### src/sv/cursor_array_list_engine_top_assert.svh
// Assertion macros for the cursor array list engine; they sample clk and reset on rst_n.
`ifndef CURSOR_ARRAY_LIST_ENGINE_TOP_ASSERT_SVH
`define CURSOR_ARRAY_LIST_ENGINE_TOP_ASSERT_SVH

`ifndef SYNTHESIS

`define CALE_ASSERT_IMP(lbl, ante, cons) \
  lbl: assert property (@(posedge clk) disable iff (!rst_n) (ante) |-> (cons)) \
    else $error("cale: same-cycle check failed");

`define CALE_ASSERT_NXT(lbl, ante, cons) \
  lbl: assert property (@(posedge clk) disable iff (!rst_n) (ante) |=> (cons)) \
    else $error("cale: next-cycle check failed");

`else

`define CALE_ASSERT_IMP(lbl, ante, cons)

`define CALE_ASSERT_NXT(lbl, ante, cons)

`endif

`endif

### src/sv/cale_pkg.sv
// Shared types and constants of the cursor array list engine.
`default_nettype none

package cale_pkg;

  localparam int MAX_ENTRIES_DEF = 64;
  localparam int DATA_WIDTH_DEF  = 32;

  localparam int FUNC_W  = 4;
  localparam int VALUE_W = 32;
  localparam int POS_W   = 6;
  localparam int CAP_W   = 7;
  localparam int CUR_W   = 7;
  localparam int CNT_W   = 7;
  localparam int ERR_W   = 2;

  localparam logic [CAP_W-1:0] CAP_RESET = 7'd64;
  // cursor code for an empty list (-1)
  localparam logic [CUR_W-1:0] CUR_NONE  = 7'h7F;

  typedef enum logic [FUNC_W-1:0] {
    FN_INSERT  = 4'd0,
    FN_REMOVE  = 4'd1,
    FN_REPLACE = 4'd2,
    FN_CLEAR   = 4'd3,
    FN_FIRST   = 4'd4,
    FN_LAST    = 4'd5,
    FN_NEXT    = 4'd6,
    FN_PRIOR   = 4'd7,
    FN_READ    = 4'd8,
    FN_MOVE    = 4'd9,
    FN_FIND    = 4'd10
  } func_t;

  typedef enum logic [ERR_W-1:0] {
    ERR_NONE   = 2'd0,
    ERR_FULL   = 2'd1,
    ERR_EMPTY  = 2'd2,
    ERR_BOUNDS = 2'd3
  } err_t;

  typedef enum logic [3:0] {
    ST_IDLE,
    ST_HOLD_CAP,
    ST_SHIFT,
    ST_DRAIN,
    ST_PUT,
    ST_FIND,
    ST_FETCH,
    ST_DONE
  } state_t;

  typedef struct packed {
    logic at_lim;
    logic hit;
  } step_flags_t;

endpackage

`default_nettype wire

### src/sv/cale_if.sv
// Handshake channels: operation words in, status words out.
`default_nettype none

interface cale_in_if
  import cale_pkg::*;
();
  logic               valid;
  logic               ready;
  logic [FUNC_W-1:0]  func;
  logic [VALUE_W-1:0] value;
  logic [POS_W-1:0]   position;

  modport source (output valid, output func, output value, output position, input ready);
  modport sink   (input valid, input func, input value, input position, output ready);
endinterface

interface cale_out_if
  import cale_pkg::*;
();
  logic                     valid;
  logic                     ready;
  logic [VALUE_W-1:0]       read_value;
  logic                     success;
  logic [ERR_W-1:0]         error_code;
  logic signed [CUR_W-1:0]  cursor_index;
  logic [CNT_W-1:0]         entry_count;
  logic                     is_empty;
  logic                     is_full;

  modport source (output valid, output read_value, output success, output error_code,
                  output cursor_index, output entry_count, output is_empty,
                  output is_full, input ready);
  modport sink   (input valid, input read_value, input success, input error_code,
                  input cursor_index, input entry_count, input is_empty,
                  input is_full, output ready);
endinterface

`default_nettype wire

### src/sv/cale_ram.sv
// Generic simple dual-port RAM, one write and one registered read port.
`default_nettype none

module cale_ram #(
  parameter int WIDTH = 32,
  parameter int DEPTH = 64
) (
  input  wire logic                     clk,
  input  wire logic                     we,
  input  wire logic [$clog2(DEPTH)-1:0] waddr,
  input  wire logic [WIDTH-1:0]         wdata,
  input  wire logic                     re,
  input  wire logic [$clog2(DEPTH)-1:0] raddr,
  output logic      [WIDTH-1:0]         rdata
);

  logic [WIDTH-1:0] mem [DEPTH];

  always_ff @(posedge clk) begin
    if (we) begin
      mem[waddr] <= wdata;
    end
    if (re) begin
      rdata <= mem[raddr];
    end
  end

endmodule

`default_nettype wire

### src/sv/cale_step.sv
// Shared index stepper and word comparator used by every shift and scan.
`default_nettype none

module cale_step
  import cale_pkg::*;
#(
  parameter int IW = 7,
  parameter int DW = 32
) (
  input  wire logic [IW-1:0] idx,
  input  wire logic [IW-1:0] lim,
  input  wire logic          dec,
  input  wire logic [DW-1:0] a,
  input  wire logic [DW-1:0] b,
  output logic      [IW-1:0] nxt,
  output step_flags_t        flags
);

  assign nxt          = dec ? IW'(idx - 1'b1) : IW'(idx + 1'b1);
  assign flags.at_lim = (idx == lim);
  assign flags.hit    = (a == b);

endmodule

`default_nettype wire

### src/sv/cursor_array_list_engine_top.sv
// Top level of the cursor array list engine: sequencer, state and result register.
//
//  channel | dir | handshake          | word
//  --------+-----+--------------------+--------------------------------------------
//  in_ch   | in  | valid/ready        | func, value, position
//  out_ch  | out | valid/ready        | read_value, success, error_code, cursor,...
//  cfg     | in  | cfg_we, no stall   | capacity (7 bits)
//
// One word at a time. Insert shifts the entries above the cursor up, then writes the new
// word; remove shifts the entries above the cursor down; move captures the cursor's word,
// shifts the entries between, then writes it; find scans on from the cursor. Every entry
// moved or compared passes through the shared stepper and uses the RAM read port.
// A full result register not taken by out_ch.ready holds the sequencer in its last state.
// The next word is taken while the previous result still waits in the output
// register. Reset is synchronous; no clearing pass, the store is never read
// beyond the fill count.
`default_nettype none

module cursor_array_list_engine_top
  import cale_pkg::*;
#(
  parameter int MAX_ENTRIES = MAX_ENTRIES_DEF,
  parameter int DATA_WIDTH  = DATA_WIDTH_DEF
) (
  input  wire logic             clk,
  input  wire logic             rst_n,
  cale_in_if.sink               in_ch,
  cale_out_if.source            out_ch,
  input  wire logic             cfg_we,
  input  wire logic [CAP_W-1:0] cfg_wdata
);

  `include "cursor_array_list_engine_top_assert.svh"

  localparam int CW  = $clog2(MAX_ENTRIES + 1);
  localparam int AW  = $clog2(MAX_ENTRIES);
  localparam int CMW = (CW > CAP_W) ? CW : CAP_W;
  localparam int DW  = DATA_WIDTH;

  state_t state_r, state_nxt, start_st;

  logic [CAP_W-1:0] cap_r;
  logic [CW-1:0]    count_r, count_nxt;
  logic [CW-1:0]    cursor_r, cursor_nxt;
  logic [CW-1:0]    src_r, src_nxt;
  logic [CW-1:0]    lim_r, lim_nxt;
  logic [CW-1:0]    dst_r, dst_nxt;
  logic             dec_r, dec_nxt;
  logic             wpend_r, wpend_nxt;
  logic [CW-1:0]    waddr_r, waddr_nxt;
  logic [CW-1:0]    put_addr_r, put_addr_nxt;
  logic [DW-1:0]    put_data_r, put_data_nxt;
  logic             put_after_r, put_after_nxt;
  logic             shift_go_r, shift_go_nxt;
  logic [DW-1:0]    val_r, val_nxt;
  logic             ok_r, ok_nxt;
  err_t             err_r, err_nxt;
  logic             scan_on_r, scan_on_nxt;
  logic             cmp_valid_r, cmp_valid_nxt;
  logic             cmp_last_r, cmp_last_nxt;
  logic [CW-1:0]    cmp_idx_r, cmp_idx_nxt;

  logic                     out_valid_r;
  logic [VALUE_W-1:0]       out_value_r;
  logic                     out_ok_r;
  logic [ERR_W-1:0]         out_err_r;
  logic [CUR_W-1:0]         out_cur_r;
  logic [CNT_W-1:0]         out_cnt_r;
  logic                     out_empty_r;
  logic                     out_full_r;
  logic                     out_load;

  logic          ram_we, ram_re;
  logic [CW-1:0] ram_waddr, ram_raddr;
  logic [DW-1:0] ram_wdata, ram_rdata;

  logic [CW-1:0] step_nxt;
  step_flags_t   step_flags;

  logic          in_acc;
  func_t         fn;
  logic [DW-1:0] in_val;
  logic [CMW-1:0] cap_eff;
  logic          full_now;
  logic          empty_now;
  logic [CW-1:0] pos_w;
  logic          pos_oob;
  logic [CW-1:0] ins_cur;
  logic          find_end;

  assign in_acc    = in_ch.valid && in_ch.ready;
  assign fn        = func_t'(in_ch.func);
  assign in_val    = DW'(in_ch.value);
  assign empty_now = (count_r == '0);

  always_comb begin
    if (cap_r == '0) begin
      cap_eff = CMW'(1);
    end else if (CMW'(cap_r) > CMW'(MAX_ENTRIES)) begin
      cap_eff = CMW'(MAX_ENTRIES);
    end else begin
      cap_eff = CMW'(cap_r);
    end
  end

  assign full_now = (CMW'(count_r) >= cap_eff);
  assign pos_oob  = (CMW'(in_ch.position) >= CMW'(count_r));
  assign pos_w    = CW'(in_ch.position);
  assign ins_cur  = empty_now ? '0 : CW'(cursor_r + 1'b1);
  assign find_end = cmp_valid_r && (step_flags.hit || cmp_last_r);

  cale_step #(
    .IW (CW),
    .DW (DW)
  ) u_step (
    .idx   (src_r),
    .lim   (lim_r),
    .dec   (dec_r),
    .a     (ram_rdata),
    .b     (val_r),
    .nxt   (step_nxt),
    .flags (step_flags)
  );

  cale_ram #(
    .WIDTH (DW),
    .DEPTH (MAX_ENTRIES)
  ) u_ram (
    .clk   (clk),
    .we    (ram_we),
    .waddr (ram_waddr[AW-1:0]),
    .wdata (ram_wdata),
    .re    (ram_re),
    .raddr (ram_raddr[AW-1:0]),
    .rdata (ram_rdata)
  );

  // next state
  always_comb begin
    state_nxt = state_r;
    unique case (state_r)
      ST_IDLE:     if (in_acc) state_nxt = start_st;
      ST_HOLD_CAP: state_nxt = shift_go_r ? ST_SHIFT : ST_PUT;
      ST_SHIFT:    if (step_flags.at_lim) state_nxt = ST_DRAIN;
      ST_DRAIN:    state_nxt = put_after_r ? ST_PUT : ST_FETCH;
      ST_PUT:      state_nxt = ST_FETCH;
      ST_FIND:     if (find_end) state_nxt = ST_FETCH;
      ST_FETCH:    state_nxt = ST_DONE;
      ST_DONE:     if (out_load) state_nxt = ST_IDLE;
      default:     state_nxt = ST_IDLE;
    endcase
  end

  // datapath and RAM control
  always_comb begin
    start_st      = ST_FETCH;
    count_nxt     = count_r;
    cursor_nxt    = cursor_r;
    src_nxt       = src_r;
    lim_nxt       = lim_r;
    dst_nxt       = dst_r;
    dec_nxt       = dec_r;
    wpend_nxt     = 1'b0;
    waddr_nxt     = waddr_r;
    put_addr_nxt  = put_addr_r;
    put_data_nxt  = put_data_r;
    put_after_nxt = put_after_r;
    shift_go_nxt  = shift_go_r;
    val_nxt       = val_r;
    ok_nxt        = ok_r;
    err_nxt       = err_r;
    scan_on_nxt   = scan_on_r;
    cmp_valid_nxt = 1'b0;
    cmp_last_nxt  = cmp_last_r;
    cmp_idx_nxt   = cmp_idx_r;
    ram_we        = wpend_r;
    ram_waddr     = waddr_r;
    ram_wdata     = ram_rdata;
    ram_re        = 1'b0;
    ram_raddr     = src_r;
    out_load      = 1'b0;

    unique case (state_r)
      ST_IDLE: begin
        if (in_acc) begin
          ok_nxt  = 1'b0;
          err_nxt = ERR_NONE;
          val_nxt = in_val;
          unique case (fn)
            FN_INSERT: begin
              if (full_now) begin
                err_nxt = ERR_FULL;
              end else begin
                cursor_nxt    = ins_cur;
                count_nxt     = CW'(count_r + 1'b1);
                put_addr_nxt  = ins_cur;
                put_data_nxt  = in_val;
                put_after_nxt = 1'b1;
                // open a gap at the new cursor, top entry first
                if (count_r > ins_cur) begin
                  src_nxt  = CW'(count_r - 1'b1);
                  lim_nxt  = ins_cur;
                  dst_nxt  = count_r;
                  dec_nxt  = 1'b1;
                  start_st = ST_SHIFT;
                end else begin
                  start_st = ST_PUT;
                end
              end
            end
            FN_REMOVE: begin
              if (empty_now) begin
                err_nxt = ERR_EMPTY;
              end else begin
                count_nxt     = CW'(count_r - 1'b1);
                cursor_nxt    = (cursor_r == CW'(count_r - 1'b1)) ? '0 : cursor_r;
                put_after_nxt = 1'b0;
                if (CW'(cursor_r + 1'b1) < count_r) begin
                  src_nxt  = CW'(cursor_r + 1'b1);
                  lim_nxt  = CW'(count_r - 1'b1);
                  dst_nxt  = cursor_r;
                  dec_nxt  = 1'b0;
                  start_st = ST_SHIFT;
                end
              end
            end
            FN_REPLACE: begin
              if (empty_now) begin
                err_nxt = ERR_EMPTY;
              end else begin
                put_addr_nxt = cursor_r;
                put_data_nxt = in_val;
                start_st     = ST_PUT;
              end
            end
            FN_CLEAR: begin
              count_nxt = '0;
            end
            FN_FIRST: begin
              if (empty_now) err_nxt = ERR_EMPTY;
              else           cursor_nxt = '0;
            end
            FN_LAST: begin
              if (empty_now) err_nxt = ERR_EMPTY;
              else           cursor_nxt = CW'(count_r - 1'b1);
            end
            FN_NEXT: begin
              if (empty_now) begin
                err_nxt = ERR_EMPTY;
              end else if (CW'(cursor_r + 1'b1) < count_r) begin
                cursor_nxt = CW'(cursor_r + 1'b1);
                ok_nxt     = 1'b1;
              end
            end
            FN_PRIOR: begin
              if (empty_now) begin
                err_nxt = ERR_EMPTY;
              end else if (cursor_r != '0) begin
                cursor_nxt = CW'(cursor_r - 1'b1);
                ok_nxt     = 1'b1;
              end
            end
            FN_READ: begin
              if (empty_now) err_nxt = ERR_EMPTY;
            end
            FN_MOVE: begin
              if (empty_now) begin
                err_nxt = ERR_EMPTY;
              end else if (pos_oob) begin
                err_nxt = ERR_BOUNDS;
              end else begin
                // fetch the cursor's word now, park it once the gap is made
                ram_re        = 1'b1;
                ram_raddr     = cursor_r;
                cursor_nxt    = pos_w;
                put_addr_nxt  = pos_w;
                put_after_nxt = 1'b1;
                shift_go_nxt  = (pos_w != cursor_r);
                lim_nxt       = pos_w;
                dst_nxt       = cursor_r;
                dec_nxt       = (pos_w < cursor_r);
                src_nxt       = (pos_w < cursor_r) ? CW'(cursor_r - 1'b1)
                                                   : CW'(cursor_r + 1'b1);
                start_st      = ST_HOLD_CAP;
              end
            end
            FN_FIND: begin
              if (empty_now) begin
                err_nxt = ERR_EMPTY;
              end else begin
                src_nxt     = cursor_r;
                lim_nxt     = CW'(count_r - 1'b1);
                dec_nxt     = 1'b0;
                scan_on_nxt = 1'b1;
                start_st    = ST_FIND;
              end
            end
            default: ;
          endcase
        end
      end
      ST_HOLD_CAP: begin
        put_data_nxt = ram_rdata;
      end
      ST_SHIFT: begin
        // read one source a cycle, write it to its neighbour in the next cycle
        ram_re    = 1'b1;
        ram_raddr = src_r;
        wpend_nxt = 1'b1;
        waddr_nxt = dst_r;
        dst_nxt   = src_r;
        src_nxt   = step_nxt;
      end
      ST_DRAIN: ;
      ST_PUT: begin
        ram_we    = 1'b1;
        ram_waddr = put_addr_r;
        ram_wdata = put_data_r;
      end
      ST_FIND: begin
        if (cmp_valid_r && step_flags.hit) begin
          cursor_nxt = cmp_idx_r;
          ok_nxt     = 1'b1;
        end else if (cmp_valid_r && cmp_last_r) begin
          cursor_nxt = cmp_idx_r;
        end else if (scan_on_r) begin
          ram_re        = 1'b1;
          ram_raddr     = src_r;
          cmp_valid_nxt = 1'b1;
          cmp_idx_nxt   = src_r;
          cmp_last_nxt  = step_flags.at_lim;
          scan_on_nxt   = !step_flags.at_lim;
          src_nxt       = step_nxt;
        end
      end
      ST_FETCH: begin
        ram_re    = !empty_now;
        ram_raddr = cursor_r;
      end
      ST_DONE: begin
        out_load = !out_valid_r || out_ch.ready;
      end
      default: ;
    endcase
  end

  always_ff @(posedge clk) begin
    if (!rst_n) begin
      state_r     <= ST_IDLE;
      cap_r       <= CAP_RESET;
      count_r     <= '0;
      cursor_r    <= '0;
      wpend_r     <= 1'b0;
      scan_on_r   <= 1'b0;
      cmp_valid_r <= 1'b0;
      out_valid_r <= 1'b0;
    end else begin
      state_r     <= state_nxt;
      count_r     <= count_nxt;
      cursor_r    <= cursor_nxt;
      wpend_r     <= wpend_nxt;
      scan_on_r   <= scan_on_nxt;
      cmp_valid_r <= cmp_valid_nxt;
      if (cfg_we) begin
        cap_r <= cfg_wdata;
      end
      if (out_load) begin
        out_valid_r <= 1'b1;
      end else if (out_ch.ready) begin
        out_valid_r <= 1'b0;
      end
    end
  end

  always_ff @(posedge clk) begin
    src_r       <= src_nxt;
    lim_r       <= lim_nxt;
    dst_r       <= dst_nxt;
    dec_r       <= dec_nxt;
    waddr_r     <= waddr_nxt;
    put_addr_r  <= put_addr_nxt;
    put_data_r  <= put_data_nxt;
    put_after_r <= put_after_nxt;
    shift_go_r  <= shift_go_nxt;
    val_r       <= val_nxt;
    ok_r        <= ok_nxt;
    err_r       <= err_nxt;
    cmp_last_r  <= cmp_last_nxt;
    cmp_idx_r   <= cmp_idx_nxt;
    if (out_load) begin
      out_value_r <= empty_now ? '0 : VALUE_W'(ram_rdata);
      out_ok_r    <= ok_r;
      out_err_r   <= err_r;
      out_cur_r   <= empty_now ? CUR_NONE : CUR_W'(cursor_r);
      out_cnt_r   <= CNT_W'(count_r);
      out_empty_r <= empty_now;
      out_full_r  <= full_now;
    end
  end

  assign in_ch.ready         = (state_r == ST_IDLE);
  assign out_ch.valid        = out_valid_r;
  assign out_ch.read_value   = out_value_r;
  assign out_ch.success      = out_ok_r;
  assign out_ch.error_code   = out_err_r;
  assign out_ch.cursor_index = out_cur_r;
  assign out_ch.entry_count  = out_cnt_r;
  assign out_ch.is_empty     = out_empty_r;
  assign out_ch.is_full      = out_full_r;

  `CALE_ASSERT_NXT(a_acc_busy, in_acc, state_r != ST_IDLE)
  `CALE_ASSERT_IMP(a_cur_in_list, state_r == ST_IDLE && count_r != '0, cursor_r < count_r)
  `CALE_ASSERT_IMP(a_wr_phase, ram_we, state_r == ST_SHIFT || state_r == ST_DRAIN || state_r == ST_PUT)
  `CALE_ASSERT_NXT(a_load_shows, out_load, out_ch.valid && state_r == ST_IDLE)

endmodule

`default_nettype wire
### src/flat_wrapper.sv
// flat-port wrapper written by rule: the top's interface ports become plain ports
module cursor_array_list_engine_top_flat import cale_pkg::*;
#(
  parameter int MAX_ENTRIES = MAX_ENTRIES_DEF,
  parameter int DATA_WIDTH  = DATA_WIDTH_DEF
)
  (clk, rst_n, cfg_we, cfg_wdata, in_ch_valid, in_ch_func, in_ch_value, in_ch_position, in_ch_ready, out_ch_valid, out_ch_read_value, out_ch_success, out_ch_error_code, out_ch_cursor_index, out_ch_entry_count, out_ch_is_empty, out_ch_is_full, out_ch_ready);
  cale_in_if in_ch_i ();
  cale_out_if out_ch_i ();
  input  wire logic clk;
  input  wire logic rst_n;
  input  wire logic cfg_we;
  input  wire logic [CAP_W-1:0] cfg_wdata;
  input wire logic [$bits(in_ch_i.valid)-1:0] in_ch_valid;
  input wire logic [$bits(in_ch_i.func)-1:0] in_ch_func;
  input wire logic [$bits(in_ch_i.value)-1:0] in_ch_value;
  input wire logic [$bits(in_ch_i.position)-1:0] in_ch_position;
  output wire logic [$bits(in_ch_i.ready)-1:0] in_ch_ready;
  output wire logic [$bits(out_ch_i.valid)-1:0] out_ch_valid;
  output wire logic [$bits(out_ch_i.read_value)-1:0] out_ch_read_value;
  output wire logic [$bits(out_ch_i.success)-1:0] out_ch_success;
  output wire logic [$bits(out_ch_i.error_code)-1:0] out_ch_error_code;
  output wire logic [$bits(out_ch_i.cursor_index)-1:0] out_ch_cursor_index;
  output wire logic [$bits(out_ch_i.entry_count)-1:0] out_ch_entry_count;
  output wire logic [$bits(out_ch_i.is_empty)-1:0] out_ch_is_empty;
  output wire logic [$bits(out_ch_i.is_full)-1:0] out_ch_is_full;
  input wire logic [$bits(out_ch_i.ready)-1:0] out_ch_ready;
  assign in_ch_i.valid = in_ch_valid;
  assign in_ch_i.func = in_ch_func;
  assign in_ch_i.value = in_ch_value;
  assign in_ch_i.position = in_ch_position;
  assign in_ch_ready = in_ch_i.ready;
  assign out_ch_valid = out_ch_i.valid;
  assign out_ch_read_value = out_ch_i.read_value;
  assign out_ch_success = out_ch_i.success;
  assign out_ch_error_code = out_ch_i.error_code;
  assign out_ch_cursor_index = out_ch_i.cursor_index;
  assign out_ch_entry_count = out_ch_i.entry_count;
  assign out_ch_is_empty = out_ch_i.is_empty;
  assign out_ch_is_full = out_ch_i.is_full;
  assign out_ch_i.ready = out_ch_ready;
  cursor_array_list_engine_top #(.MAX_ENTRIES(MAX_ENTRIES), .DATA_WIDTH(DATA_WIDTH)) u_core (.clk(clk), .rst_n(rst_n), .in_ch(in_ch_i), .out_ch(out_ch_i), .cfg_we(cfg_we), .cfg_wdata(cfg_wdata));
endmodule
### config.mk
export PLATFORM = sky130hd
export DESIGN_NAME = cursor_array_list_engine_top_flat
export DESIGN_NICKNAME = d
export VERILOG_FILES = /design/src/sv/cale_pkg.sv /design/src/sv/cale_if.sv /design/src/sv/cale_ram.sv /design/src/sv/cale_step.sv /design/src/sv/cursor_array_list_engine_top.sv /design/src/flat_wrapper.sv
export VERILOG_INCLUDE_DIRS = /design/src /design/src/sv
export SDC_FILE = /design/constraint.sdc
export NUM_CORES = 2
export LEC_CHECK = 0
export ABC_AREA = 1
export BUFFER_PORTS_ARGS = -buffer_cell sky130_fd_sc_hd__buf_2
export CAP_MARGIN = 10
export CORE_MARGIN = 1.5
export CORE_UTILIZATION = 35
export DETAILED_ROUTE_END_ITERATION = 7
export PLACE_DENSITY = 0.52
export SLEW_MARGIN = 40
export SYNTH_ARGS = -nofsm -noshare
export SYNTH_HDL_FRONTEND = slang
export SYNTH_SLANG_ARGS = --single-unit
### constraint.sdc
create_clock -name clk -period 5.9 [get_ports clk]
set_clock_uncertainty 0.05 [all_clocks]
set_input_delay 0.59 -clock clk [delete_from_list [all_inputs] [get_ports clk]]
set_output_delay 0.59 -clock clk [all_outputs]
set_load 0.005 [all_outputs]
==> impl_metrics.csv <==
group,metric,value,unit
synthesis,syn_area_per_cell,10.7,sq um
synthesis,yosysSeqAreaShare,68.3,%
route,ant_nets,0,
synthesis,synthCells,9260,
synthesis,yosysTopAreaCell,"edfxtp_1",
sta,setup_violations,0,
worst_setup_path,startpoint,"u_core.count_r[5]",
synthesis,yosys_register_bits,2269,
worst_setup_path,critPathArrivalTime,6170,ps
floorplanning,start_util,35.2,%
worst_setup_path,reg2reg_from,"u_core.count_r[5]",
clock_tree,cts.sinks,2269,
clock_tree,cts_root_buffer,"clkbuf_16",
sta,slew_violations,0,
sta,finalCritPeriodShare,92.1,%
synthesis,synth_top_family_by_area,"simple AND/OR/NAND/NOR gates",
route,dr.first_iter.drc_count,8750,
synthesis,synth_area_leaders,"edfxtp_1, nand2_1, nand3_1",
synthesis,syn-cell-area,99300,sq um
synthesis,syn-num-nets,9357,
synthesis,synth_edf_count,2241,
floorplanning,dieArea,287000,sq um
sta,worst_slew_pin_slew,903,ps
synthesis,synth_fa_ha_area_share,0.549,%
synthesis,synthDistinctLibCells,51,
power_and_ir_drop,power_density,626,nW/um^2
grt,grtUsageTotal,22.7,%
clock_tree,clkTransAtPathRegs,60,ps
synthesis,async_flop_share,0,%
floorplanning,rows,195,
placement,gp_congestion,0.876,
synthesis,synth_ff_type,"edfxtp_1",
clock_tree,cts-buffers-inserted,237,
sta,rsz0062_at_grt,"no",
grt,grt_antenna_before_repair,16,
placement,dpl.cell_count,12832,
final_layout,drive_gt1_share,9.14,%
route,drt-total-wl,330,mm
route,vias,70576,
placement,dp_hpwl,192,mm
clock_tree,h-tree-depth,4,
worst_setup_path,reg2reg_setup_slack,460,ps
sta,tns,0,ps
worst_setup_path,cp-start-kind,"register",
power_and_ir_drop,p_leak,44.1,nW
route,vias_per_cell,5.30,
worst_setup_path,worst_ep_required_time,6630,ps
final_layout,areaGrowthSynthToFinish,15.0,%
final_layout,layout.nets,9479,
floorplanning,ioPinCount,107,
floorplanning,die_w,536,um
synthesis,synth_top_area_share,67.8,%
worst_setup_path,critical_path_class,"register to register",
synthesis,ys_warn_count,0,
synthesis,synthMuxAreaShare,0.0504,%
grt,grt_pass1_vias,67121,
run_status,status,"completed",
power_and_ir_drop,worst_ir_drop_vdd,579,uV
route,firstDrtPassIters,6,
sta,max_freq,184,MHz
sta,relSlewSlack,39.8,%
final_layout,final_cells,13324,
worst_setup_path,cp_max_fo,57,
clock_tree,clockBufferDepth,3,
synthesis,synth-xor-area-share,0.450,%
clock_tree,clk_latency,920,ps
floorplanning,core,282000,sq um
floorplanning,chipHeight,536,um
route,wl_per_cell,24.8,um
sta,finalHoldViolations,0,
grt,grt_pass1_wl,478,mm
run,maxCapViolCount,0,
synthesis,synth_compound_area_share,1.53,%
synthesis,synth-simple-area-share,23.9,%
grt,grt_start_max_net_pins,124,
min_path,hp-class,"primary input to register",
min_path,worstHoldStart,"in_ch_valid",
clock_tree,cts_tree,"yes",
grt,grt_overflow,0,
clock_tree,cts_resized,0,
worst_setup_path,end_kind,"register",
placement,port_buffers,106,
sta,period_needed,5440,ps
route,drc,0,
==> registers in the layout, indices dropped and copies added, names as in the netlist, 2 cells and up <==
signal and cells:
u_core.out_ch.entry_count 7, u_core.cmp_idx_r 7, u_core.lim_r 7, u_core.u_ram.rdata 32, u_core.waddr_r 6, u_core.val_r 32
u_core.err_r 2, u_core.u_ram.mem 2048, u_core.out_ch.read_value 32, u_core.cursor_r 7, u_core.dst_r 6, u_core.cap_r 7
u_core.out_ch.error_code 2, u_core.state_r 3, u_core.count_r 7, u_core.put_data_r 32, u_core.put_addr_r 6, u_core.src_r 7
u_core.out_ch.cursor_index 7
==> layer usage <==
| layer | track usage [%] | share of wire [%] |
|---|---|---|
| met3 | 3.39 | 7.7 |
| met2 | 35.8 | 46 |
| met4 | 6.90 | 2.9 |
| met5 | 0 | 0.0027 |
| met1 | 32.2 | 44 |
==> cell usage after synthesis, types with 3 or more instances <==
library cell	instances
a2111oi_0	5
nor2_1	203
o2111ai_1	5
mux2i_1	5
buf_1	31
o221ai_1	4
clkbuf_1	144
xor2_1	34
buf_2	319
o22ai_1	9
nor4_1	5
a211oi_1	7
o211ai_1	7
o21ai_1	16
nor2_2	7
buf_4	73
clkinv_1	4
or2_2	11
a21oi_1	57
dfxtp_1	28
nand4_1	19
o31ai_1	4
nand2_1	3185
and2_1	3
ha_1	42
inv_2	12
a221oi_1	9
xnor2_1	17
inv_1	597
nor3_1	21
a221o_1	4
nand2_2	5
edfxtp_1	2241
nand3_1	1731
nand3b_1	249
o21ai_0	124
nand3_2	3
==> critical path, stage by stage, from the launching register on <==
cell and delay [ps]:
dfxtp_1 670, inv_1 280, ha_1 360, nand2_1 60, nor2_1 50, nand2_1 90
nand3_1 80, nor2_2 360, nand3_1 230, nand3_4 330, nand2_8 300, inv_6 560
buf_12 330, buf_4 360, nand2_1 100, nand3_1 100, nand3_1 110, nand3_1 190
nand3_1 220, nand2_1 130, nand2_1 60, nand2_1 80
==> metrics by stage <==
step / total power, mW / hold WS [ps] / area [sq um] / setup WS [ps] / util, %
after floorplan: 42.5 / 350 / 99300 / 1540 / -
after global placement: 56.4 / 355 / 105000 / 624 / 37.4
after detailed placement: 56.8 / 358 / 106000 / 572 / 37.6
after CTS: 71.4 / 86.8 / 114000 / 508 / 40.4
after global routing: 75.0 / 135 / 114000 / 204 / 40.5
final: 71.5 / 150 / 114000 / 464 / 40.5
==> layout by cell type (no fill, tap or decap), types with 76 or more instances in the layout <==
master	synthesis	layout
edfxtp_1	2241	2241
o21ai_0	124	85
inv_1	597	594
buf_2	319	106
buf_4	73	185
nand2_1	3185	3183
clkbuf_16	0	238
nand3b_1	249	249
nand3_1	1731	1727
clkinv_1	4	76
nor2_1	203	134
==> worst paths after layout <==
path	to	depth (start not counted)
setup / recovery	u_core.u_ram.rdata[27]	21
hold reg to reg	u_core.waddr_r[4]	0
setup reg to reg	u_core.u_ram.rdata[27]	21
hold / removal	u_core.val_r[7]	3
==> cells by family (layout without fill, tap and decap cells) <==
logic type,count (synthesis),count (layout)
fa+ha+maj,43,43
xor+xnor,51,51
simple gates,5447,5447
flops,2269,2269
other cells,0,3
mux,5,5
compound gates,263,263
buf+inv,1182,1500
==> report_power, final <==
group | switching, mW | total (mW) | internal, mW | leakage [nW]
Sequential | 0.574 | 22.3 | 21.8 | 20.5
Clock | 6.52 | 14.6 | 8.10 | 3.63
Combinational | 25.9 | 34.5 | 8.58 | 20.0
Total | 33.0 | 71.5 | 38.5 | 44.1
==> final cells by class <==
type	instances	area, sq um
inverter	613	2320
antenna	3	7.51
timing repair buffer	452	4510
clock inverter	145	1380
fill	26942	168000
sequential	2269	67900
clock buffer	290	6140
tap	3743	4680
multi-input combinational	5809	27300
==> repair_timing <==
item,in CTS,in global routing
buffers inserted,0,0
setup endpoints to repair,0,0
hold buffers,49,0
endpoints found under the hold margin,74,0
Note: power is estimated with default switching activity, not from simulation.
